===== src/hdl/dtt_pkg.sv =====
// package for the dual timer / time-of-day / key matrix peripheral
// types, register offsets, command codes and bit constants; no dependencies
package dtt_pkg;

  localparam logic [1:0] CMD_TICK  = 2'd0;
  localparam logic [1:0] CMD_READ  = 2'd1;
  localparam logic [1:0] CMD_WRITE = 2'd2;
  localparam logic [1:0] CMD_KEY   = 2'd3;

  localparam logic [3:0] REG_PRA   = 4'd0;
  localparam logic [3:0] REG_PRB   = 4'd1;
  localparam logic [3:0] REG_DIR_A = 4'd2;
  localparam logic [3:0] REG_DIR_B = 4'd3;
  localparam logic [3:0] REG_TA_LO = 4'd4;
  localparam logic [3:0] REG_TA_HI = 4'd5;
  localparam logic [3:0] REG_TB_LO = 4'd6;
  localparam logic [3:0] REG_TB_HI = 4'd7;
  localparam logic [3:0] REG_TOD10 = 4'd8;
  localparam logic [3:0] REG_TODS  = 4'd9;
  localparam logic [3:0] REG_TODM  = 4'd10;
  localparam logic [3:0] REG_TODH  = 4'd11;
  localparam logic [3:0] REG_SDR   = 4'd12;
  localparam logic [3:0] REG_ICR   = 4'd13;
  localparam logic [3:0] REG_CRA   = 4'd14;
  localparam logic [3:0] REG_CRB   = 4'd15;

  localparam logic [19:0] TOD_PERIOD_RST = 20'd98525;
  localparam logic [7:0]  SECMIN_MAX     = 8'h59;
  localparam logic [7:0]  HOUR_MAX       = 8'h12;
  localparam logic [7:0]  HOUR_PM_FLIP   = 8'h11;

  typedef struct packed {
    logic [1:0] command;
    logic [3:0] reg_offset;
    logic [7:0] write_data;
    logic [2:0] key_column;
    logic [2:0] key_row;
    logic       key_down;
    logic [1:0] port_a_pins_in;
  } dtt_in_t;

  typedef struct packed {
    logic [7:0] read_data;
    logic       irq_raised;
    logic       irq_pending;
  } dtt_out_t;

  typedef struct packed {
    logic [7:0] tenths;
    logic [7:0] sec;
    logic [7:0] min;
    logic [7:0] hr;
  } dtt_tod_t;

  // one bcd increment with ceiling, as the counter chain uses it
  function automatic logic [7:0] bcd_step(input logic [7:0] v, input logic [7:0] ceil);
    logic [4:0] lo;
    logic [4:0] hi;
    logic [7:0] r;
    lo = {1'b0, v[3:0]} + 5'd1;
    hi = {1'b0, v[7:4]};
    if (lo > 5'd9) begin
      lo = 5'd0;
      hi = hi + 5'd1;
    end
    r = {hi[3:0], lo[3:0]};
    return (r > ceil) ? 8'h00 : r;
  endfunction

endpackage


===== src/hdl/dual_timer_tod_io_peripheral.sv =====
// Each accepted item's result is registered directly in the output register.
// Throughput: one item per cycle unless the output stalls; the input feeds all
// state updates and the result register in a single pass of combinational logic.
// Reset (rst_n low, synchronous): all registers but result data to documented
// reset values, output empty; configuration takes effect on the following item.
// top level: uses dtt_pkg
module dual_timer_tod_io_peripheral (
  input  logic                 clk,
  input  logic                 rst_n,
  input  logic                 in_valid,
  output logic                 in_ready,
  input  dtt_pkg::dtt_in_t     in_data,
  output logic                 out_valid,
  input  logic                 out_ready,
  output dtt_pkg::dtt_out_t    out_data,
  input  logic                 cfg_valid,
  output logic                 cfg_ready,
  input  logic [19:0]          cfg_data
);

  logic [19:0] period_r;
  logic [7:0]  pa_r, pb_r, ddra_r, ddrb_r, cra_r, crb_r, sdr_r, flags_r;
  logic [4:0]  mask_r;
  logic [7:0]  km_r [8];
  logic [15:0] tal_r, tac_r, tbl_r, tbc_r;
  dtt_pkg::dtt_tod_t tod_r, alarm_r, snap_r;
  logic        held_r;
  logic [19:0] div_r;
  logic        ov_r;
  dtt_pkg::dtt_out_t od_r;

  logic [7:0]  pa_nxt, pb_nxt, ddra_nxt, ddrb_nxt, cra_nxt, crb_nxt, sdr_nxt, flags_nxt;
  logic [4:0]  mask_nxt;
  logic [15:0] tal_nxt, tac_nxt, tbl_nxt, tbc_nxt;
  dtt_pkg::dtt_tod_t tod_nxt, alarm_nxt, snap_nxt, tod_adv;
  logic        held_nxt;
  logic [19:0] div_nxt, div_inc;
  logic [7:0]  rd, pbv, ns, nm, nh, ext;
  logic        fired, a_under, b_step;
  logic [7:0]  src;
  logic        accept;
  dtt_pkg::dtt_in_t it;

  assign it        = in_data;
  assign in_ready  = !ov_r || out_ready;
  assign accept    = in_valid && in_ready;
  assign cfg_ready = 1'b1;
  assign out_valid = ov_r;
  assign out_data  = od_r;

  // port b view of the key matrix
  always_comb begin
    pbv = 8'hFF;
    for (int c = 0; c < 8; c++) begin
      if (!pa_r[c]) pbv = pbv & km_r[c];
    end
  end

  // next time-of-day value after one tenth advance
  always_comb begin
    tod_adv = tod_r;
    ns = dtt_pkg::bcd_step(tod_r.sec, dtt_pkg::SECMIN_MAX);
    nm = dtt_pkg::bcd_step(tod_r.min, dtt_pkg::SECMIN_MAX);
    nh = dtt_pkg::bcd_step({3'b000, tod_r.hr[4:0]}, dtt_pkg::HOUR_MAX);
    if (nh == 8'h00) nh = 8'h01;
    if ({4'h0, tod_r.tenths[3:0]} < 8'h09) begin
      tod_adv.tenths = {4'h0, tod_r.tenths[3:0] + 4'd1};
    end else begin
      tod_adv.tenths = 8'h00;
      if (ns == 8'h00 && tod_r.sec == dtt_pkg::SECMIN_MAX) begin
        tod_adv.sec = 8'h00;
        if (nm == 8'h00 && tod_r.min == dtt_pkg::SECMIN_MAX) begin
          tod_adv.min = 8'h00;
          tod_adv.hr  = {tod_r.hr[7] ^ ({3'b000, tod_r.hr[4:0]} == dtt_pkg::HOUR_PM_FLIP),
                         2'b00, nh[4:0]};
        end else begin
          tod_adv.min = nm;
        end
      end else begin
        tod_adv.sec = ns;
      end
    end
  end

  // command execution
  always_comb begin
    pa_nxt = pa_r; pb_nxt = pb_r; ddra_nxt = ddra_r; ddrb_nxt = ddrb_r;
    cra_nxt = cra_r; crb_nxt = crb_r; sdr_nxt = sdr_r; mask_nxt = mask_r;
    tal_nxt = tal_r; tac_nxt = tac_r; tbl_nxt = tbl_r; tbc_nxt = tbc_r;
    tod_nxt = tod_r; alarm_nxt = alarm_r; snap_nxt = snap_r; held_nxt = held_r;
    div_nxt = div_r; rd = 8'h00; src = 8'h00;
    a_under = 1'b0; b_step = 1'b0;
    div_inc = div_r + 20'd1;
    ext = {it.port_a_pins_in, 6'b000000};
    unique case (it.command)
      dtt_pkg::CMD_TICK: begin
        // timer a
        if (cra_r[0]) begin
          if (tac_r == 16'h0000) begin
            tac_nxt = tal_r;
            if (cra_r[3]) cra_nxt[0] = 1'b0;
            src[0] = 1'b1;
            a_under = 1'b1;
          end else begin
            tac_nxt = tac_r - 16'd1;
          end
        end
        // timer b from ticks or timer a underflow
        b_step = crb_r[0] && (crb_r[6] ? a_under : 1'b1);
        if (b_step) begin
          if (tbc_r == 16'h0000) begin
            tbc_nxt = tbl_r;
            if (crb_r[3]) crb_nxt[0] = 1'b0;
            src[1] = 1'b1;
          end else begin
            tbc_nxt = tbc_r - 16'd1;
          end
        end
        // tod divider and alarm compare
        if (div_inc >= period_r) begin
          div_nxt = 20'd0;
          tod_nxt = tod_adv;
          if (tod_adv.tenths[3:0] == alarm_r.tenths[3:0] && tod_adv.sec == alarm_r.sec &&
              tod_adv.min == alarm_r.min &&
              (tod_adv.hr & 8'h9F) == (alarm_r.hr & 8'h9F)) src[2] = 1'b1;
        end else begin
          div_nxt = div_inc;
        end
      end
      dtt_pkg::CMD_READ: begin
        unique case (it.reg_offset)
          dtt_pkg::REG_PRA:   rd = (pa_r & ddra_r) | (ext & ~ddra_r);
          dtt_pkg::REG_PRB:   rd = pbv;
          dtt_pkg::REG_DIR_A: rd = ddra_r;
          dtt_pkg::REG_DIR_B: rd = ddrb_r;
          dtt_pkg::REG_TA_LO: rd = tac_r[7:0];
          dtt_pkg::REG_TA_HI: rd = tac_r[15:8];
          dtt_pkg::REG_TB_LO: rd = tbc_r[7:0];
          dtt_pkg::REG_TB_HI: rd = tbc_r[15:8];
          dtt_pkg::REG_TOD10: begin
            rd = held_r ? snap_r.tenths : tod_r.tenths;
            held_nxt = 1'b0;
          end
          dtt_pkg::REG_TODS: rd = held_r ? snap_r.sec : tod_r.sec;
          dtt_pkg::REG_TODM: rd = held_r ? snap_r.min : tod_r.min;
          dtt_pkg::REG_TODH: begin
            rd = tod_r.hr;
            snap_nxt = tod_r;
            held_nxt = 1'b1;
          end
          dtt_pkg::REG_SDR:  rd = sdr_r;
          dtt_pkg::REG_ICR:  rd = flags_r;
          dtt_pkg::REG_CRA:  rd = cra_r;
          dtt_pkg::REG_CRB:  rd = {1'b0, crb_r[6:0]};
          default:           rd = 8'h00;
        endcase
      end
      dtt_pkg::CMD_WRITE: begin
        unique case (it.reg_offset)
          dtt_pkg::REG_PRA:   pa_nxt = it.write_data;
          dtt_pkg::REG_PRB:   pb_nxt = it.write_data;
          dtt_pkg::REG_DIR_A: ddra_nxt = it.write_data;
          dtt_pkg::REG_DIR_B: ddrb_nxt = it.write_data;
          dtt_pkg::REG_TA_LO: tal_nxt = {tal_r[15:8], it.write_data};
          dtt_pkg::REG_TA_HI: begin
            tal_nxt = {it.write_data, tal_r[7:0]};
            if (!cra_r[0]) tac_nxt = {it.write_data, tal_r[7:0]};
          end
          dtt_pkg::REG_TB_LO: tbl_nxt = {tbl_r[15:8], it.write_data};
          dtt_pkg::REG_TB_HI: begin
            tbl_nxt = {it.write_data, tbl_r[7:0]};
            if (!crb_r[0]) tbc_nxt = {it.write_data, tbl_r[7:0]};
          end
          dtt_pkg::REG_TOD10: begin
            if (crb_r[7]) alarm_nxt.tenths = {4'h0, it.write_data[3:0]};
            else tod_nxt.tenths = {4'h0, it.write_data[3:0]};
          end
          dtt_pkg::REG_TODS: begin
            if (crb_r[7]) alarm_nxt.sec = it.write_data & 8'h7F;
            else tod_nxt.sec = it.write_data & 8'h7F;
          end
          dtt_pkg::REG_TODM: begin
            if (crb_r[7]) alarm_nxt.min = it.write_data & 8'h7F;
            else tod_nxt.min = it.write_data & 8'h7F;
          end
          dtt_pkg::REG_TODH: begin
            if (crb_r[7]) alarm_nxt.hr = it.write_data & 8'h9F;
            else tod_nxt.hr = it.write_data & 8'h9F;
          end
          dtt_pkg::REG_SDR:  sdr_nxt = it.write_data;
          dtt_pkg::REG_ICR: begin
            if (it.write_data[7]) mask_nxt = mask_r | it.write_data[4:0];
            else mask_nxt = mask_r & ~it.write_data[4:0];
          end
          dtt_pkg::REG_CRA: begin
            cra_nxt = {it.write_data[7:5], 1'b0, it.write_data[3:0]};
            if (it.write_data[4]) tac_nxt = tal_r;
          end
          dtt_pkg::REG_CRB: begin
            crb_nxt = {it.write_data[7:5], 1'b0, it.write_data[3:0]};
            if (it.write_data[4]) tbc_nxt = tbl_r;
          end
          default: ;
        endcase
      end
      dtt_pkg::CMD_KEY: ;
      default: ;
    endcase
    // interrupt flags
    fired = |(src[4:0] & mask_r);
    if (it.command == dtt_pkg::CMD_READ && it.reg_offset == dtt_pkg::REG_ICR)
      flags_nxt = 8'h00;
    else
      flags_nxt = flags_r | src | {fired, 7'b0000000};
  end

  // state registers
  always_ff @(posedge clk) begin
    if (!rst_n) begin
      period_r <= dtt_pkg::TOD_PERIOD_RST;
      pa_r <= 8'hFF; pb_r <= 8'hFF; ddra_r <= 8'h00; ddrb_r <= 8'h00;
      cra_r <= 8'h00; crb_r <= 8'h00; sdr_r <= 8'h00; flags_r <= 8'h00; mask_r <= 5'd0;
      tal_r <= 16'hFFFF; tac_r <= 16'hFFFF; tbl_r <= 16'hFFFF; tbc_r <= 16'hFFFF;
      tod_r <= '{8'h00, 8'h00, 8'h00, 8'h01};
      alarm_r <= '0;
      snap_r <= '{8'h00, 8'h00, 8'h00, 8'h01};
      held_r <= 1'b0; div_r <= 20'd0; ov_r <= 1'b0;
      for (int c = 0; c < 8; c++) km_r[c] <= 8'hFF;
    end else begin
      if (cfg_valid) period_r <= cfg_data;
      if (accept) begin
        pa_r <= pa_nxt; pb_r <= pb_nxt; ddra_r <= ddra_nxt; ddrb_r <= ddrb_nxt;
        cra_r <= cra_nxt; crb_r <= crb_nxt; sdr_r <= sdr_nxt; flags_r <= flags_nxt;
        mask_r <= mask_nxt; tal_r <= tal_nxt; tac_r <= tac_nxt; tbl_r <= tbl_nxt;
        tbc_r <= tbc_nxt; tod_r <= tod_nxt; alarm_r <= alarm_nxt; snap_r <= snap_nxt;
        held_r <= held_nxt; div_r <= div_nxt;
        if (it.command == dtt_pkg::CMD_KEY) km_r[it.key_column][it.key_row] <= !it.key_down;
      end
      if (accept) ov_r <= 1'b1;
      else if (out_ready) ov_r <= 1'b0;
    end
  end

  // result register
  always_ff @(posedge clk) begin
    if (accept) begin
      od_r.read_data   <= rd;
      od_r.irq_raised  <= fired;
      od_r.irq_pending <= flags_nxt[7];
    end
  end

endmodule


===== config.mk =====
export PLATFORM = sky130hd
export DESIGN_NAME = dual_timer_tod_io_peripheral
export DESIGN_NICKNAME = d
export VERILOG_FILES = /design/src/hdl/dtt_pkg.sv /design/src/hdl/dual_timer_tod_io_peripheral.sv
export SDC_FILE = /design/constraint.sdc
export NUM_CORES = 1
export LEC_CHECK = 0
export BUFFER_PORTS_ARGS = -buffer_cell sky130_fd_sc_hd__buf_2
export CAP_MARGIN = 20
export CORE_ASPECT_RATIO = 1.4
export CORE_MARGIN = 1
export CORE_UTILIZATION = 25
export DETAILED_ROUTE_END_ITERATION = 8
export PLACE_DENSITY = 0.42
export SLEW_MARGIN = 20
export SYNTH_ARGS = -nofsm -noshare
export SYNTH_HDL_FRONTEND = slang
export SYNTH_SLANG_ARGS = --single-unit

===== constraint.sdc =====
create_clock -name clk -period 6.74 [get_ports clk]
set_input_delay 1.348 -clock clk [delete_from_list [all_inputs] [get_ports clk]]
set_output_delay 1.348 -clock clk [all_outputs]
set_load 0.02 [all_outputs]

# [Word level (Yosys, flattened, before mapping)]
# Memories as Yosys holds them, arrays and structs flattened.
# Cells that the tools add are included.
[op_classes] addsub=10 magnitude_cmp=10 n_eq_ne=46 mux=86 bitwise_logic=22 reduce_logical=51
[op_table] operator="2-to-1 mux 8 bit" count=27
[op_table] operator="one-hot mux 16 bit (2 select lines)" count=6
[op_table] operator="2-to-1 mux 16 bit" count=9
[op_table] operator="one-hot mux 8 bit (16 select lines)" count=1
[op_table] operator="AND 8 bit" count=9
[op_table] operator="one-hot mux 32 bit (2 select lines)" count=1
[op_table] operator="equality test 4 bit, second input constant" count=8
[op_table] operator="logical NOT 16 bit" count=2
[op_table] operator="2-to-1 mux 32 bit" count=1
[op_table] operator="AND reduction 4 bit" count=8
[op_table] operator="subtractor 16 x 1 -> 16 bit, second input constant" count=2
[op_table] operator="AND reduction 3 bit" count=10
[op_table] operator="logical NOT 8 bit" count=3
[op_table] operator="2-to-1 mux 24 bit" count=1
[op_table] operator="2-to-1 mux 4 bit" count=6
[op_table] operator="2-to-1 mux 1 bit" count=23
[op_table] operator="adder 20 x 1 -> 20 bit, second input constant" count=1
[op_table] operator="greater-or-equal comparator 20 bit" count=1
[op_table] operator="2-to-1 mux 20 bit" count=1
[op_table] operator="AND reduction 5 bit" count=4
[op_table] operator="inequality test 2 bit, second input constant" count=9
[op_table] operator="AND reduction 6 bit" count=3
[op_table] operator="equality test 4 x 3 -> 1 bit, second input constant" count=4
[op_table] operator="equality test 8 x 7 -> 1 bit" count=2
[op_table] operator="45 further kinds" count=83
[totals] reg_bits=255 ramBits=64 inputBits=48 out_inout_bits=13 word_cells=261 n_memories=1
[mem_list] memory="km_r" words=8 width=8 read_ports=8 rd_clocked_by_memory_dff=0 write_ports=8 line_no="dual_timer_tod_io_peripheral.sv:24" rtl="logic [7:0] km_r [8];"

# [Depth between registers and ports, before layout]
# Gate-level depths: netlist (run 1).
[depth] word_depth=21 mapped_depth=19 depth_no_buf=17

# [Least setup slack after synthesis (run 1)]
# OpenSTA, ideal clock, no wires.
[synth_timing] path_type="register -> register" from="reg div_r[0]" to="reg tod_r[1] in the netlist's numbering" setup_time_ns=0.119 arrival_ns=3.740 t_required_ns=6.621 setup_slack_ns=2.881 stages_incl_launch_ff=19 path_buffers=1 period_less_slack_ns=3.859 path_cell_list="dfxtp_1 ha_1 and3_1 and3_1 and2_1 nor2b_1 nand3_1 xnor2_1 ha_1 a21o_1 a21oi_1 nor2_1 a211oi_1 o21ai_0 o211a_1 clkbuf_1 o21ai_1 a21oi_1 o221a_2"
[synth_via] elab_chain_cells=4
[synth_lines] element="start: declaration" line_no="dual_timer_tod_io_peripheral.sv:28" rtl="logic [19:0] div_r;"
[synth_lines] element="start signal: assignment" line_no="dual_timer_tod_io_peripheral.sv:236" rtl="held_r <= held_nxt; div_r <= div_nxt;"
[synth_lines] element="adder 20 x 1 -> 20 bit" line_no="dual_timer_tod_io_peripheral.sv:93" rtl="div_inc = div_r + 20'd1;"
[synth_lines] element="greater-or-equal comparator 20 bit" line_no="dual_timer_tod_io_peripheral.sv:120" rtl="if (div_inc >= period_r) begin"
[synth_lines] element="inequality test 2 bit (no line)"
[synth_lines] element="AND reduction 5 bit (no line)"
[synth_lines] element="end signal: assignment" line_no="dual_timer_tod_io_peripheral.sv:224" rtl="tod_r <= '{8'h00, 8'h00, 8'h00, 8'h01};"
[synth_lines] element="end signal: assignment" line_no="dual_timer_tod_io_peripheral.sv:235" rtl="tbc_r <= tbc_nxt; tod_r <= tod_nxt; alarm_r <= alarm_nxt; snap_r <= snap_nxt;"
[synth_lines] element="end: declaration" line_no="dual_timer_tod_io_peripheral.sv:26" rtl="dtt_pkg::dtt_tod_t tod_r, alarm_r, snap_r;"
# Every way passes these cells.
# A chain may end at the register's enable or synchronous reset.

# [Worst setup path in the final report (run 1)]
[layout_timing] from="reg div_r[0]" to="reg tod_r[26] in the netlist's numbering"
# The elaborated chain is that of the path after synthesis.

==> PnR_summary.wiki, run 1 <==
{| class="wikitable"
! Metric !! Value
|-
| Number of endpoints failing setup at the final stage || 0
|-
| Required time of the worst setup path || approximately 7.2 ns
|-
| Most used flip-flop cell after synthesis || sky130_fd_sc_hd__dfxtp_1
|-
| Number of global-route vias before repair || roughly 16000
|-
| Syn_nets || approximately 2200
|-
| Number of clock buffers inserted by TritonCTS || 36
|-
| Global-route wire length before repair || between 100 and 150 mm
|-
| Peak fanout along the critical path || 23
|-
| Most frequent cell after synthesis || sky130_fd_sc_hd__nand2_1
|-
| Critical path class || reg -> reg
|-
| Yosys Warn Count || 0
|-
| Reg clk slew, reported paths || approximately 0.060 ns
|-
| Clock Latency Late Sink || 0.55 ns
|-
| Total of buffers placed on input and output ports || 59
|-
| Mean post-synth cell area || just over 8 sq um
|-
| GRT Residual Overflow || 0
|-
| Cells along the critical path || ha_1 -> and3_1 -> and3_1 -> and2_1 -> nor2b_1 -> nand3_1 -> xnor2_1 -> ha_1 -> a21o_1 -> a21oi_1 -> nor2_1 -> a211oi_1 -> o21ai_2 -> buf_4 -> o211ai_1 -> a21oi_1 -> nor2b_1 -> o21a_1
|-
| Final Instance Count excl. Fillers || between 3000 and 4000
|-
| Final critical delay including setup and external delays || between 4 and 5 ns
|-
| Top cell type's share of synthesized area || 0.259
|-
| Post_cts resized || 0
|-
| Largest delay contributor family on the critical path || compound AO/OA/AOI/OAI gates
|-
| Highest cell delay on the worst timing path || 0.85 ns
|-
| # IOs || 61
|-
| HPWL after detailed placement || between 40 and 50 mm
|-
| Max-slew violation count || 0
|-
| Routed length per placed instance || 22.5 um
|-
| Clock tree buffer depth || 3
|-
| DRC || 0
|-
| Type of destination of the critical path || flop
|-
| Number of synthesized flops with an enable pin || 74
|-
| Area Growth Syn to Fin || 12.8%
|-
| Max rail drop VDD || ~0.00014 V
|-
| Hold buffers post-CTS || 0
|-
| P per Cell Area || 213 nW/um^2
|-
| Clk_skew || 0.0147 ns
|-
| Router iterations before antenna repair || 5
|-
| Horizontal die dimension || 227 um
|-
| Cell count after synthesis || roughly 2100
|-
| Asr flop ratio synth || 0
|-
| Max-capacitance violation count || 0
|-
| Portion of the clock cycle consumed by the worst path in the final layout || 0.736
|-
| Initial antenna violation count || 3
|-
| Area of the mapped netlist || 17700 sq um
|-
| Setup repair bufs after CTS || 0
|-
| Die Y || roughly 320 um
|-
| Peak clock frequency supported by timing || 202 MHz
|-
| Core region area || 70200 sq um
|-
| Hold/Removal Path Class || reg -> reg
|-
| Vias after detailed routing || 16400
|-
| Clock tree from TritonCTS || done
|-
| Run status || complete, no violations
|-
| Endpoint arrival time on the critical path || ~5.4 ns
|-
| Post-synthesis cell type with the largest combined area || sky130_fd_sc_hd__dfxtp_1
|-
| Total wirelength of the detailed-routed design || 69.2 mm
|-
| Portion of the post-synthesis area used by sequential elements || 0.384
|-
| Layout cells sized above 1 || 0.0946
|-
| Total placed cells including tap cells || 3007
|-
| Final hold viol count || 0
|-
| Headroom to the max-slew limit || 0.268
|-
| Net count of the finished layout || around 2200
|-
| Post-route antenna net violation count || 0
|-
| Clock Root Buffer || sky130_fd_sc_hd__clkbuf_16
|-
| Ranking of synthesized cells by instance count || sky130_fd_sc_hd__nand2_1, sky130_fd_sc_hd__dfxtp_1, sky130_fd_sc_hd__nor2_1
|-
| Combined global-route utilization of all metal layers || 0.191
|-
| Die Area || 71900 sq um
|-
| TritonCTS sink count || 303
|-
| Number of distinct library cells after synthesis || roughly 100
|-
| Via/cell ratio || 5.34
|-
| Initial Util || 0.252
|-
| Number of levels the H-tree was split into || 2
|-
| Slowest cell on crit path || sky130_fd_sc_hd__o211ai_1
|-
| Number of violations reported at the end of detailed-routing iteration 0 || around 1200
|-
| Worst reg2reg setup slack || roughly 1.8 ns
|-
| Final weighted congestion of routability-driven global placement || about 0.9
|-
| Std-Cell Rows || between 100 and 150
|-
| TNS Setup || 0 ns
|-
| Main area contributors after synthesis || sky130_fd_sc_hd__dfxtp_1, sky130_fd_sc_hd__edfxtp_1, sky130_fd_sc_hd__nand2_1, sky130_fd_sc_hd__mux2i_1, sky130_fd_sc_hd__o21ai_0
|-
| Slew @ Worst Pin || 1.09 ns
|-
| Share of the core filled with cells in the final layout || 0.284
|-
| Leakage power || 6.88 nW
|-
| Element type at the critical path start || flop
|-
| Largest net degree at the start of global routing || 84
|-
| Unrepaired setup endpoints after global routing || false
|-
| Number of buffer and inverter instances along the worst setup path || 1
|-
| Number of flip-flops and latches in the synthesized netlist || 303
|}
-- flip-flops by register name (all words and copies together), names as in the netlist, 10 cells and up --
register / cells
out_data: 10
snap_r: 20
alarm_r: 24
tac_r: 16
period_r: 20
div_r: 20
tal_r: 16
km_r: 64
tbc_r: 16
tod_r: 26
tbl_r: 16
-- final cells by class --
| type | instances | area, sq um |
|---|---|---|
| clock inverters | 13 | 96.3 |
| multi-input cells | 1631 | 10200 |
| inverters | 58 | 218 |
| fillers | 7671 | 50300 |
| flip-flops and latches | 303 | 6810 |
| well taps | 936 | 1170 |
| clock buffers | 51 | 1060 |
| diodes | 1 | 2.50 |
| repair buffers | 79 | 454 |
-- worst min-delay path: stages (launching register included) --
cell and delay (ns):
sky130_fd_sc_hd__dfxtp_1 0.32, sky130_fd_sc_hd__nand2_1 0.05, sky130_fd_sc_hd__nand3_1 0.07
-- placed cells by master, fill, tap and decap left out, drive strengths merged, types with 60 or more instances in the layout --
master  netlist  routed
nor2b        94      94
a21oi        76      76
nor2        141     141
nand3       106     106
dfxtp       229     229
buf          29      78
nand2       345     345
mux2i        83      83
inv          58      60
edfxtp       74      74
o21ai       133     133
-- kinds of logic after synthesis --
group	synth area share
flops	0.384
simple gates	0.250
compound gates	0.212
buf+inv	0.0450
other cells	0.000212
xor+xnor	0.0266
fa+ha+maj	0.0290
mux	0.0525
-- per-stage QoR --
stage	total power [mW]	setup slack, ns	hold slack, ns	area, sq um
floorplan	2.18	2.88	0.425	17700
global placement	2.32	1.82	0.452	18800
detailed placement	2.32	1.82	0.456	18800
CTS	4.29	1.76	0.468	19900
global route	4.39	1.33	0.483	20000
finish	4.25	1.78	0.468	20000
-- metal layers --
metal  vias up  track usage  part of all wire
li1       7677            -                 -
met1      8061        0.225              0.41
met5         -            0           0.00035
met2       523        0.348              0.51
met3       146       0.0223             0.044
met4         4       0.0802             0.040
-- path summary, 6_finish.rpt --
path	from	endpoint	cells past startpoint
worst max register to register	div_r[0]	tod_r[26]	18
worst max-delay path	div_r[0]	tod_r[26]	18
worst min register to register	tbl_r[1]	tbl_r[1]	2
worst min-delay path	tbl_r[1]	tbl_r[1]	2
-- power by group --
part	internal (mW)	switching [mW]
registers	1.89	0.0335
clock network	1.13	0.827
logic	0.111	0.251
No activity file was read; power rests on OpenSTA's default activity.
==> inputs of run 2 (changes only) <==
--- a/config.mk
+++ b/config.mk
@@ -5,13 +5,14 @@
 export SDC_FILE = /design/constraint.sdc
 export NUM_CORES = 1
 export LEC_CHECK = 0
+export ABC_AREA = 1
 export BUFFER_PORTS_ARGS = -buffer_cell sky130_fd_sc_hd__buf_2
 export CAP_MARGIN = 20
 export CORE_ASPECT_RATIO = 1.4
 export CORE_MARGIN = 1
 export CORE_UTILIZATION = 25
 export DETAILED_ROUTE_END_ITERATION = 8
-export PLACE_DENSITY = 0.42
+export PLACE_DENSITY = 0.43
 export SLEW_MARGIN = 20
 export SYNTH_ARGS = -nofsm -noshare
 export SYNTH_HDL_FRONTEND = slang
==> constraint.sdc (replaced) <==
create_clock -name clk -period 4.3 [get_ports clk]
set_input_delay 0.86 -clock clk [delete_from_list [all_inputs] [get_ports clk]]
set_output_delay 0.86 -clock clk [all_outputs]
set_load 0.02 [all_outputs]
==> PnR_summary.wiki, run 2 <==
{| class="wikitable"
! Metric !! Value
|-
| Number of distinct library cells after synthesis || 54
|-
| Clock tree buffer depth || 3
|-
| Number of violations reported at the end of detailed-routing iteration 0 || around 1200
|-
| Clock tree from TritonCTS || done
|-
| HPWL after detailed placement || between 40 and 50 mm
|-
| Die Y || ~300 um
|-
| Endpoint arrival time on the critical path || about 4.4 ns
|-
| Most used flip-flop cell after synthesis || sky130_fd_sc_hd__dfxtp_1
|-
| Headroom to the max-slew limit || 0.273
|-
| Type of destination of the critical path || flop
|-
| Detailed-routed wire length on met3 || between 2 and 2.5 mm
|-
| # IOs || 61
|-
| Routed length per placed instance || around 20 um
|-
| Total of buffers placed on input and output ports || just under 60
|-
| Filler Cell Count || around 7100
|-
| Number of levels the H-tree was split into || 2
|-
| Compound-gate portion of the synthesized area || 0.232
|-
| TritonCTS sink count || 303
|-
| Vias after detailed routing || between 15000 and 20000
|-
| Number of synthesized flops with an enable pin || 74
|-
| Power after layout || approximately 6.8 mW
|-
| Reg-to-reg endpoint || tod_r[23]
|-
| Leakage power || about 7.5 nW
|-
| Number of global-route vias before repair || between 15000 and 20000
|-
| Combined global-route utilization of all metal layers || 0.184
|-
| Global-route wire length before repair || around 94 mm
|-
| Most frequent cell after synthesis || sky130_fd_sc_hd__nand2_1
|-
| Highest layer used for signal routing || met4
|-
| XOR/XNOR Fraction of Synth Area || 0.0229
|-
| Area Growth Syn to Fin || 15.7%
|-
| Initial antenna violation count || 0
|-
| Critical R2R Launch || div_r[1]
|-
| Number of flip-flops in the largest register || between 60 and 70
|-
| Post-route antenna net violation count || 0
|-
| Largest Register || km_r
|-
| Net count of the finished layout || approximately 2400
|-
| Syn_nets || roughly 2300
|-
| Final critical delay including setup and external delays || 3.93 ns
|-
| Yosys Warn Count || 0
|-
| Number of flip-flops and latches in the synthesized netlist || 303
|-
| Length in cells of the worst reg-to-reg path || 23
|-
| Largest net degree at the start of global routing || about 110
|-
| Largest registers || km_r: 64 flops, tod_r: 26 flops, alarm_r: 24 flops
|-
| Max-capacitance violation count || 0
|-
| Portion of the post-synthesis area used by sequential elements || 0.413
|-
| Worst reg2reg setup slack || 0.37 ns
|-
| Most common cell after layout, fill and taps aside || sky130_fd_sc_hd__nand2_1
|-
| Combinational family with the most area after synthesis || compound AO/OA/AOI/OAI gates
|-
| Pre-CTS setup slack || -0.0113 ns
|-
| DRC || 0
|-
| Hold buffers post-CTS || 0
|-
| Peak fanout along the critical path || 6
|-
| Die Area || between 60000 and 70000 sq um
|-
| Portion of the clock cycle consumed by the worst path in the final layout || 0.914
|-
| Hold/Removal Path Class || reg -> reg
|-
| Area of the mapped netlist || roughly 16000 sq um
|-
| P per Cell Area || 355 nW/um^2
|-
| GRT Residual Overflow || 0
|-
| Main area contributors after synthesis || sky130_fd_sc_hd__dfxtp_1, sky130_fd_sc_hd__edfxtp_1, sky130_fd_sc_hd__o21ai_0, sky130_fd_sc_hd__nand2_1, sky130_fd_sc_hd__inv_1
|-
| Max rail drop VDD || between 0.0003 and 0.0004 V
|-
| Required time of the worst setup path || between 4 and 5 ns
|-
| Element type at the critical path start || flop
|-
| Post-synthesis share of cell area spent on and, or, nand and nor gates || 0.210
|-
| Critical path class || reg -> reg
|-
| Asr flop ratio synth || 0
|-
| Number of clock buffers inserted by TritonCTS || 36
|-
| Final weighted congestion of routability-driven global placement || 0.872
|-
| Max-slew violation count || 0
|-
| Horizontal die dimension || about 220 um
|-
| Layout cells sized above 1 || 0.0911
|-
| Std-Cell Rows || ~110
|-
| Share of the core filled with cells in the final layout || 0.292
|-
| Cell count after synthesis || between 2000 and 2500
|-
| Commonest cells after routing, fill and taps aside || sky130_fd_sc_hd__nand2_1, sky130_fd_sc_hd__o21ai_0, sky130_fd_sc_hd__inv_1, sky130_fd_sc_hd__dfxtp_1, sky130_fd_sc_hd__nor2_1
|-
| Clock Root Buffer || sky130_fd_sc_hd__clkbuf_16
|-
| TNS Setup || 0 ns
|-
| Slew @ Worst Pin || 1.09 ns
|-
| Total wirelength of the detailed-routed design || ~62 mm
|-
| Reg clk slew, reported paths || 0.06 ns
|-
| Final Worst Setup Slack || between 0.3 and 0.4 ns
|-
| Post-route met1 wirelength || 24.5 mm
|-
| Peak clock frequency supported by timing || approximately 250 MHz
|-
| Clock Latency Late Sink || roughly 0.56 ns
|-
| Number of endpoints failing setup at the final stage || 0
|-
| Final hold viol count || 0
|-
| Routed length on met2 || about 33 mm
|-
| Post-synthesis cell type with the largest combined area || sky130_fd_sc_hd__dfxtp_1
|-
| Endpoint of the most critical setup path || tod_r[23]
|-
| Portion of netlist area occupied by mux cells || 0.000607
|-
| Post-Synth Adder-Cell Area || 0.0311
|-
| Top cell type's share of synthesized area || 0.278
|-
| Mean post-synth cell area || 7.37 sq um
|-
| Router iterations before antenna repair || 5
|-
| Ranking of synthesized cells by instance count || sky130_fd_sc_hd__nand2_1, sky130_fd_sc_hd__o21ai_0, sky130_fd_sc_hd__inv_1
|-
| Run status || complete, no violations
|-
| Via/cell ratio || 5.04
|-
| Smallest hold slack || 0.455 ns
|-
| Clk_skew || approximately 0.028 ns
|-
| Origin of the worst setup path || div_r[1]
|-
| Core region area || approximately 65000 sq um
|-
| Initial Util || 0.252
|-
| Unrepaired setup endpoints after global routing || false
|}
[run 2: cell count changes after synthesis, moves of 18 or more]
cell	previous run	this run
sky130_fd_sc_hd__inv_1	57	268
sky130_fd_sc_hd__o21ai_0	127	282
sky130_fd_sc_hd__a21oi_1	76	189
sky130_fd_sc_hd__nor2b_1	94	0
sky130_fd_sc_hd__mux2i_1	82	1
sky130_fd_sc_hd__nor2_1	141	207
sky130_fd_sc_hd__nand3_1	101	164
sky130_fd_sc_hd__a21boi_0	50	0
sky130_fd_sc_hd__nand2b_1	34	0
sky130_fd_sc_hd__o211ai_1	25	56
sky130_fd_sc_hd__nand2_1	344	321
sky130_fd_sc_hd__and3_1	22	0
sky130_fd_sc_hd__and2_1	20	1
sky130_fd_sc_hd__nor3_1	49	31
[run 2: area by class of cell]
type,count,area (sq um),area share
clock inverter,10,111,0.00584
clock buffer,53,1080,0.0565
tap,847,1060,0.0556
multi-input combinational,1545,8230,0.432
sequential,303,6810,0.357
timing repair buffer,116,732,0.0384
inverter,278,1050,0.0549
antenna,1,2.50,0.000131
[run 2: stage by stage]
| stage | instance area [sq um] | cells |
|---|---|---|
| finish | 19100 | 3153 |
| global route | 19100 | 3152 |
| CTS | 19000 | 3151 |
| detailed placement | 17800 | 3088 |
| global placement | 17800 | 3088 |
| floorplan | 16500 | 2236 |
[run 2: repair_timing]
action | in CTS | in global routing
buffers inserted | 0 | 1
hold endpoints to repair | 0 | 0
pin swaps | 0 | 4
gates resized for setup | 1 | 10
setup endpoints to repair | 2 | 43
[run 2: worst min path at each step]
stage	from	endpoint	slack (ns)	cells past startpoint
finish	flags_r[0]	flags_r[0]	0.45	2
global route	flags_r[0]	flags_r[0]	0.48	2
CTS	flags_r[0]	flags_r[0]	0.45	2
detailed placement	mask_r[1]	mask_r[1]	0.44	2
global placement	mask_r[1]	mask_r[1]	0.44	2
floorplan	mask_r[1]	mask_r[1]	0.42	2
[run 2: where the power goes]
part | total [mW] | switching [mW] | internal [mW]
logic | 0.611 | 0.442 | 0.169
registers | 3.04 | 0.0533 | 2.98
clock network | 3.13 | 1.27 | 1.86
[run 2: kinds of logic (layout without fill, tap and decap cells)]
family / Yosys count / after routing
AND/OR/NAND/NOR: 792 / 792
AO/OA/AOI/OAI: 667 / 667
buffers and inverters: 388 / 457
flip-flops: 303 / 303
XOR/XNOR: 43 / 43
adder cells (fa/ha/maj): 41 / 41
other: 1 / 2
multiplexers: 1 / 1
[run 2: per-layer routing]
metal | global-route usage | vias to the layer above
li1 | - | 7788
met1 | 0.208 | 7569
met2 | 0.345 | 429
met3 | 0.0222 | 99
met4 | 0.0727 | 0
met5 | 0 | -
[run 2: critical path: stages, from the launching register on]
cell	delay (ns)
sky130_fd_sc_hd__dfxtp_1	0.36
sky130_fd_sc_hd__ha_1	0.19
sky130_fd_sc_hd__nand2_1	0.07
sky130_fd_sc_hd__nor2_2	0.12
sky130_fd_sc_hd__nand3_1	0.11
sky130_fd_sc_hd__nor2_2	0.17
sky130_fd_sc_hd__nand3_1	0.13
sky130_fd_sc_hd__nor2_2	0.14
sky130_fd_sc_hd__nand3_1	0.14
sky130_fd_sc_hd__nor2_2	0.17
sky130_fd_sc_hd__nand2_1	0.08
sky130_fd_sc_hd__xor2_1	0.16
sky130_fd_sc_hd__inv_1	0.08
sky130_fd_sc_hd__ha_1	0.29
sky130_fd_sc_hd__nand4_1	0.16
sky130_fd_sc_hd__nor2_2	0.14
sky130_fd_sc_hd__nand4_1	0.13
sky130_fd_sc_hd__o2111ai_2	0.14
sky130_fd_sc_hd__o21a_1	0.30
sky130_fd_sc_hd__inv_1	0.09
sky130_fd_sc_hd__nor2_2	0.24
sky130_fd_sc_hd__buf_4	0.21
sky130_fd_sc_hd__nand2_1	0.05
sky130_fd_sc_hd__a211oi_1	0.20
==> inputs of run 3 (changes only) <==
--- a/config.mk
+++ b/config.mk
@@ -9,7 +9,7 @@
 export BUFFER_PORTS_ARGS = -buffer_cell sky130_fd_sc_hd__buf_2
 export CAP_MARGIN = 20
 export CORE_ASPECT_RATIO = 1.4
-export CORE_MARGIN = 1
+export CORE_MARGIN = 3
 export CORE_UTILIZATION = 25
 export DETAILED_ROUTE_END_ITERATION = 8
 export PLACE_DENSITY = 0.43
==> PnR_summary.wiki, run 3 (synthesis results as in run 2) <==
{| class="wikitable"
! Metric !! Value
|-
| Run status || complete, no violations
|-
| Filler Cell Count || ~7000
|-
| Slew @ Worst Pin || roughly 1 ns
|-
| Max-slew violation count || 0
|-
| Die Y || 310 um
|-
| Net count of the finished layout || between 2000 and 2500
|-
| Clock tree buffer depth || 3
|-
| TNS Setup || 0 ns
|-
| Startpoint of the worst hold path || mask_r[1]
|-
| Total wirelength of the detailed-routed design || 62.8 mm
|-
| Routed length per placed instance || ~20 um
|-
| Number of endpoints failing setup at the final stage || 0
|-
| Max rail drop VDD || between 0.0002 and 0.0003 V
|-
| Initial antenna violation count || 1
|-
| Endpoint of the worst hold-timing path || mask_r[1]
|-
| Area after detailed placement || between 15000 and 20000 sq um
|-
| Portion of the clock cycle consumed by the worst path in the final layout || 0.913
|-
| Hold buffers post-CTS || 0
|-
| Max-capacitance violation count || 0
|-
| Hold/Removal Path Class || reg -> reg
|-
| Final weighted congestion of routability-driven global placement || ~0.85
|-
| Final Instance Count excl. Fillers || 3146
|-
| Final critical delay including setup and external delays || 3.92 ns
|-
| DRC || 0
|-
| Horizontal die dimension || 223 um
|-
| Endpoint arrival time on the critical path || roughly 4.3 ns
|-
| Count of cells along the worst hold path || 2
|-
| Most common cell after layout, fill and taps aside || sky130_fd_sc_hd__nand2_1
|-
| Std-Cell Rows || 110
|-
| Number of global-route vias before repair || about 16000
|-
| Global-route wire length before repair || about 95 mm
|-
| Required time of the worst setup path || 4.70 ns
|-
| Combined global-route utilization of all metal layers || 0.177
|-
| Number of levels the H-tree was split into || 2
|-
| Critical path class || reg -> reg
|-
| P per Cell Area || ~350 nW/um^2
|-
| Clock Latency Late Sink || 0.58 ns
|-
| Final Cell Area || 19100 sq um
|-
| Router iterations before antenna repair || 6
|-
| Peak fanout along the critical path || 7
|-
| Largest registers || km_r: 64 flops, tod_r: 26 flops, alarm_r: 24 flops
|-
| Clk_skew || slightly below 0.03 ns
|-
| Number of clock buffers inserted by TritonCTS || 36
|-
| Element type at the critical path start || flop
|-
| Clock tree from TritonCTS || done
|-
| Final hold viol count || 0
|-
| Reg-to-reg endpoint || tod_r[15]
|-
| # IOs || approximately 60
|-
| Post-route antenna net violation count || 0
|-
| Type of destination of the critical path || flop
|-
| Number of flip-flops in the largest register || 64
|-
| Largest net degree at the start of global routing || roughly 110
|-
| Initial Util || 0.254
|-
| Vias after detailed routing || between 15000 and 20000
|-
| HPWL after detailed placement || roughly 46 mm
|-
| Largest Register || km_r
|-
| Number of violations reported at the end of detailed-routing iteration 0 || between 1000 and 1500
|-
| GRT Residual Overflow || 0
|-
| Peak clock frequency supported by timing || 255 MHz
|-
| Ant. Diodes || 0
|-
| TritonCTS sink count || between 300 and 400
|-
| Commonest cells after routing, fill and taps aside || sky130_fd_sc_hd__nand2_1, sky130_fd_sc_hd__o21ai_0, sky130_fd_sc_hd__inv_1, sky130_fd_sc_hd__dfxtp_1, sky130_fd_sc_hd__nor2_1
|-
| Area Growth Syn to Fin || 15.9%
|-
| Total of buffers placed on input and output ports || 59
|-
| Core region area || ~65000 sq um
|-
| Smallest hold slack || ~0.46 ns
|-
| Worst reg2reg setup slack || 0.38 ns
|-
| Via/cell ratio || roughly 5.0
|-
| Length in cells of the worst reg-to-reg path || 22
|-
| Total placed cells including tap cells || approximately 3000
|-
| Power after layout || slightly below 7 mW
|-
| Leakage power || around 7.5 nW
|-
| Clock Root Buffer || sky130_fd_sc_hd__clkbuf_16
|-
| Layout cells sized above 1 || 0.0950
|-
| Reg clk slew, reported paths || roughly 0.060 ns
|-
| Die Area || 69100 sq um
|-
| Critical R2R Launch || div_r[0]
|-
| Headroom to the max-slew limit || 0.319
|}
==> run 3: cell count changes in the layout (fill, tap and decap cells not counted), moves of 2 or more <==
| cell | before | now |
|---|---|---|
| sky130_fd_sc_hd__clkbuf_16 | 38 | 36 |
| sky130_fd_sc_hd__clkinv_8 | 1 | 3 |
| sky130_fd_sc_hd__nor2_2 | 12 | 9 |
| sky130_fd_sc_hd__clkinv_1 | 7 | 5 |
| sky130_fd_sc_hd__nand3_1 | 164 | 161 |
| sky130_fd_sc_hd__clkbuf_1 | 8 | 5 |
| sky130_fd_sc_hd__nor2_1 | 198 | 200 |
| sky130_fd_sc_hd__nand3_2 | 3 | 6 |
| sky130_fd_sc_hd__clkbuf_8 | 7 | 11 |
| sky130_fd_sc_hd__clkinv_2 | 4 | 6 |
==> run 3: layer usage <==
layer	share of wire	vias up	global-route usage	routed length, um
met2	0.53	352	0.335	33100
met5	0.00021	-	0	13
met3	0.039	106	0.0236	2430
li1	-	7779	-	-
met4	0.038	2	0.0669	2360
met1	0.40	7587	0.200	24900
==> run 3: final cells by class <==
cell class	count	area [sq um]	area share
clock buffer	52	1070	0.0561
clock inverter	10	109	0.00570
inverter	278	1050	0.0548
multi-input combinational	1545	8250	0.432
sequential	303	6810	0.357
tap	840	1050	0.0550
timing repair buffer	118	767	0.0402
==> run 3: repair_timing <==
item / CTS / global route
buffers inserted: 0 / 2
setup endpoints to repair: 0 / 30
gates resized for setup: 0 / 15
endpoints found under the hold margin: 0 / 0
==> run 3: worst max-delay path by stage <==
stage,start,endpoint,depth (start not counted)
2_1_floorplan,div_r[0],tod_r[23],20
3_3_place_gp,div_r[0],tod_r[15],19
3_5_place_dp,div_r[0],tod_r[15],22
4_1_cts,div_r[0],tod_r[15],22
5_1_grt,div_r[0],out_data[0],28
6_report,div_r[0],tod_r[15],22
==> run 3: report_power, final <==
group | switching (mW) | internal, mW | total [mW]
sequential | 0.0536 | 2.98 | 3.04
clock | 1.30 | 1.79 | 3.09
combinational | 0.443 | 0.170 | 0.614
==> run 3: critical path: stages, from the launching register on <==
cell                        delay (ns)
sky130_fd_sc_hd__dfxtp_2          0.36
sky130_fd_sc_hd__ha_2             0.19
sky130_fd_sc_hd__nand2_1          0.07
sky130_fd_sc_hd__nor2_2           0.15
sky130_fd_sc_hd__nand3_2          0.11
sky130_fd_sc_hd__nor2_4           0.14
sky130_fd_sc_hd__nand3_1          0.11
sky130_fd_sc_hd__nor2_2           0.17
sky130_fd_sc_hd__nand3_2          0.11
sky130_fd_sc_hd__nor2_2           0.16
sky130_fd_sc_hd__nand2_1          0.08
sky130_fd_sc_hd__xor2_1           0.14
sky130_fd_sc_hd__inv_1            0.07
sky130_fd_sc_hd__ha_1             0.29
sky130_fd_sc_hd__nand4_1          0.15
sky130_fd_sc_hd__nor2_1           0.17
sky130_fd_sc_hd__nand4_1          0.13
sky130_fd_sc_hd__o2111ai_2        0.14
sky130_fd_sc_hd__o21a_1           0.28
sky130_fd_sc_hd__o21ai_0          0.31
sky130_fd_sc_hd__buf_4            0.26
sky130_fd_sc_hd__a21oi_1          0.12
sky130_fd_sc_hd__nor3_1           0.06
==> run 3: stage by stage <==
step	utilization	setup slack, ns
final	0.295	0.376
after global routing	0.295	-0.0258
after CTS	0.293	0.0793
after detailed placement	0.275	0.118
after global placement	0.275	0.180
after floorplan	-	0.781
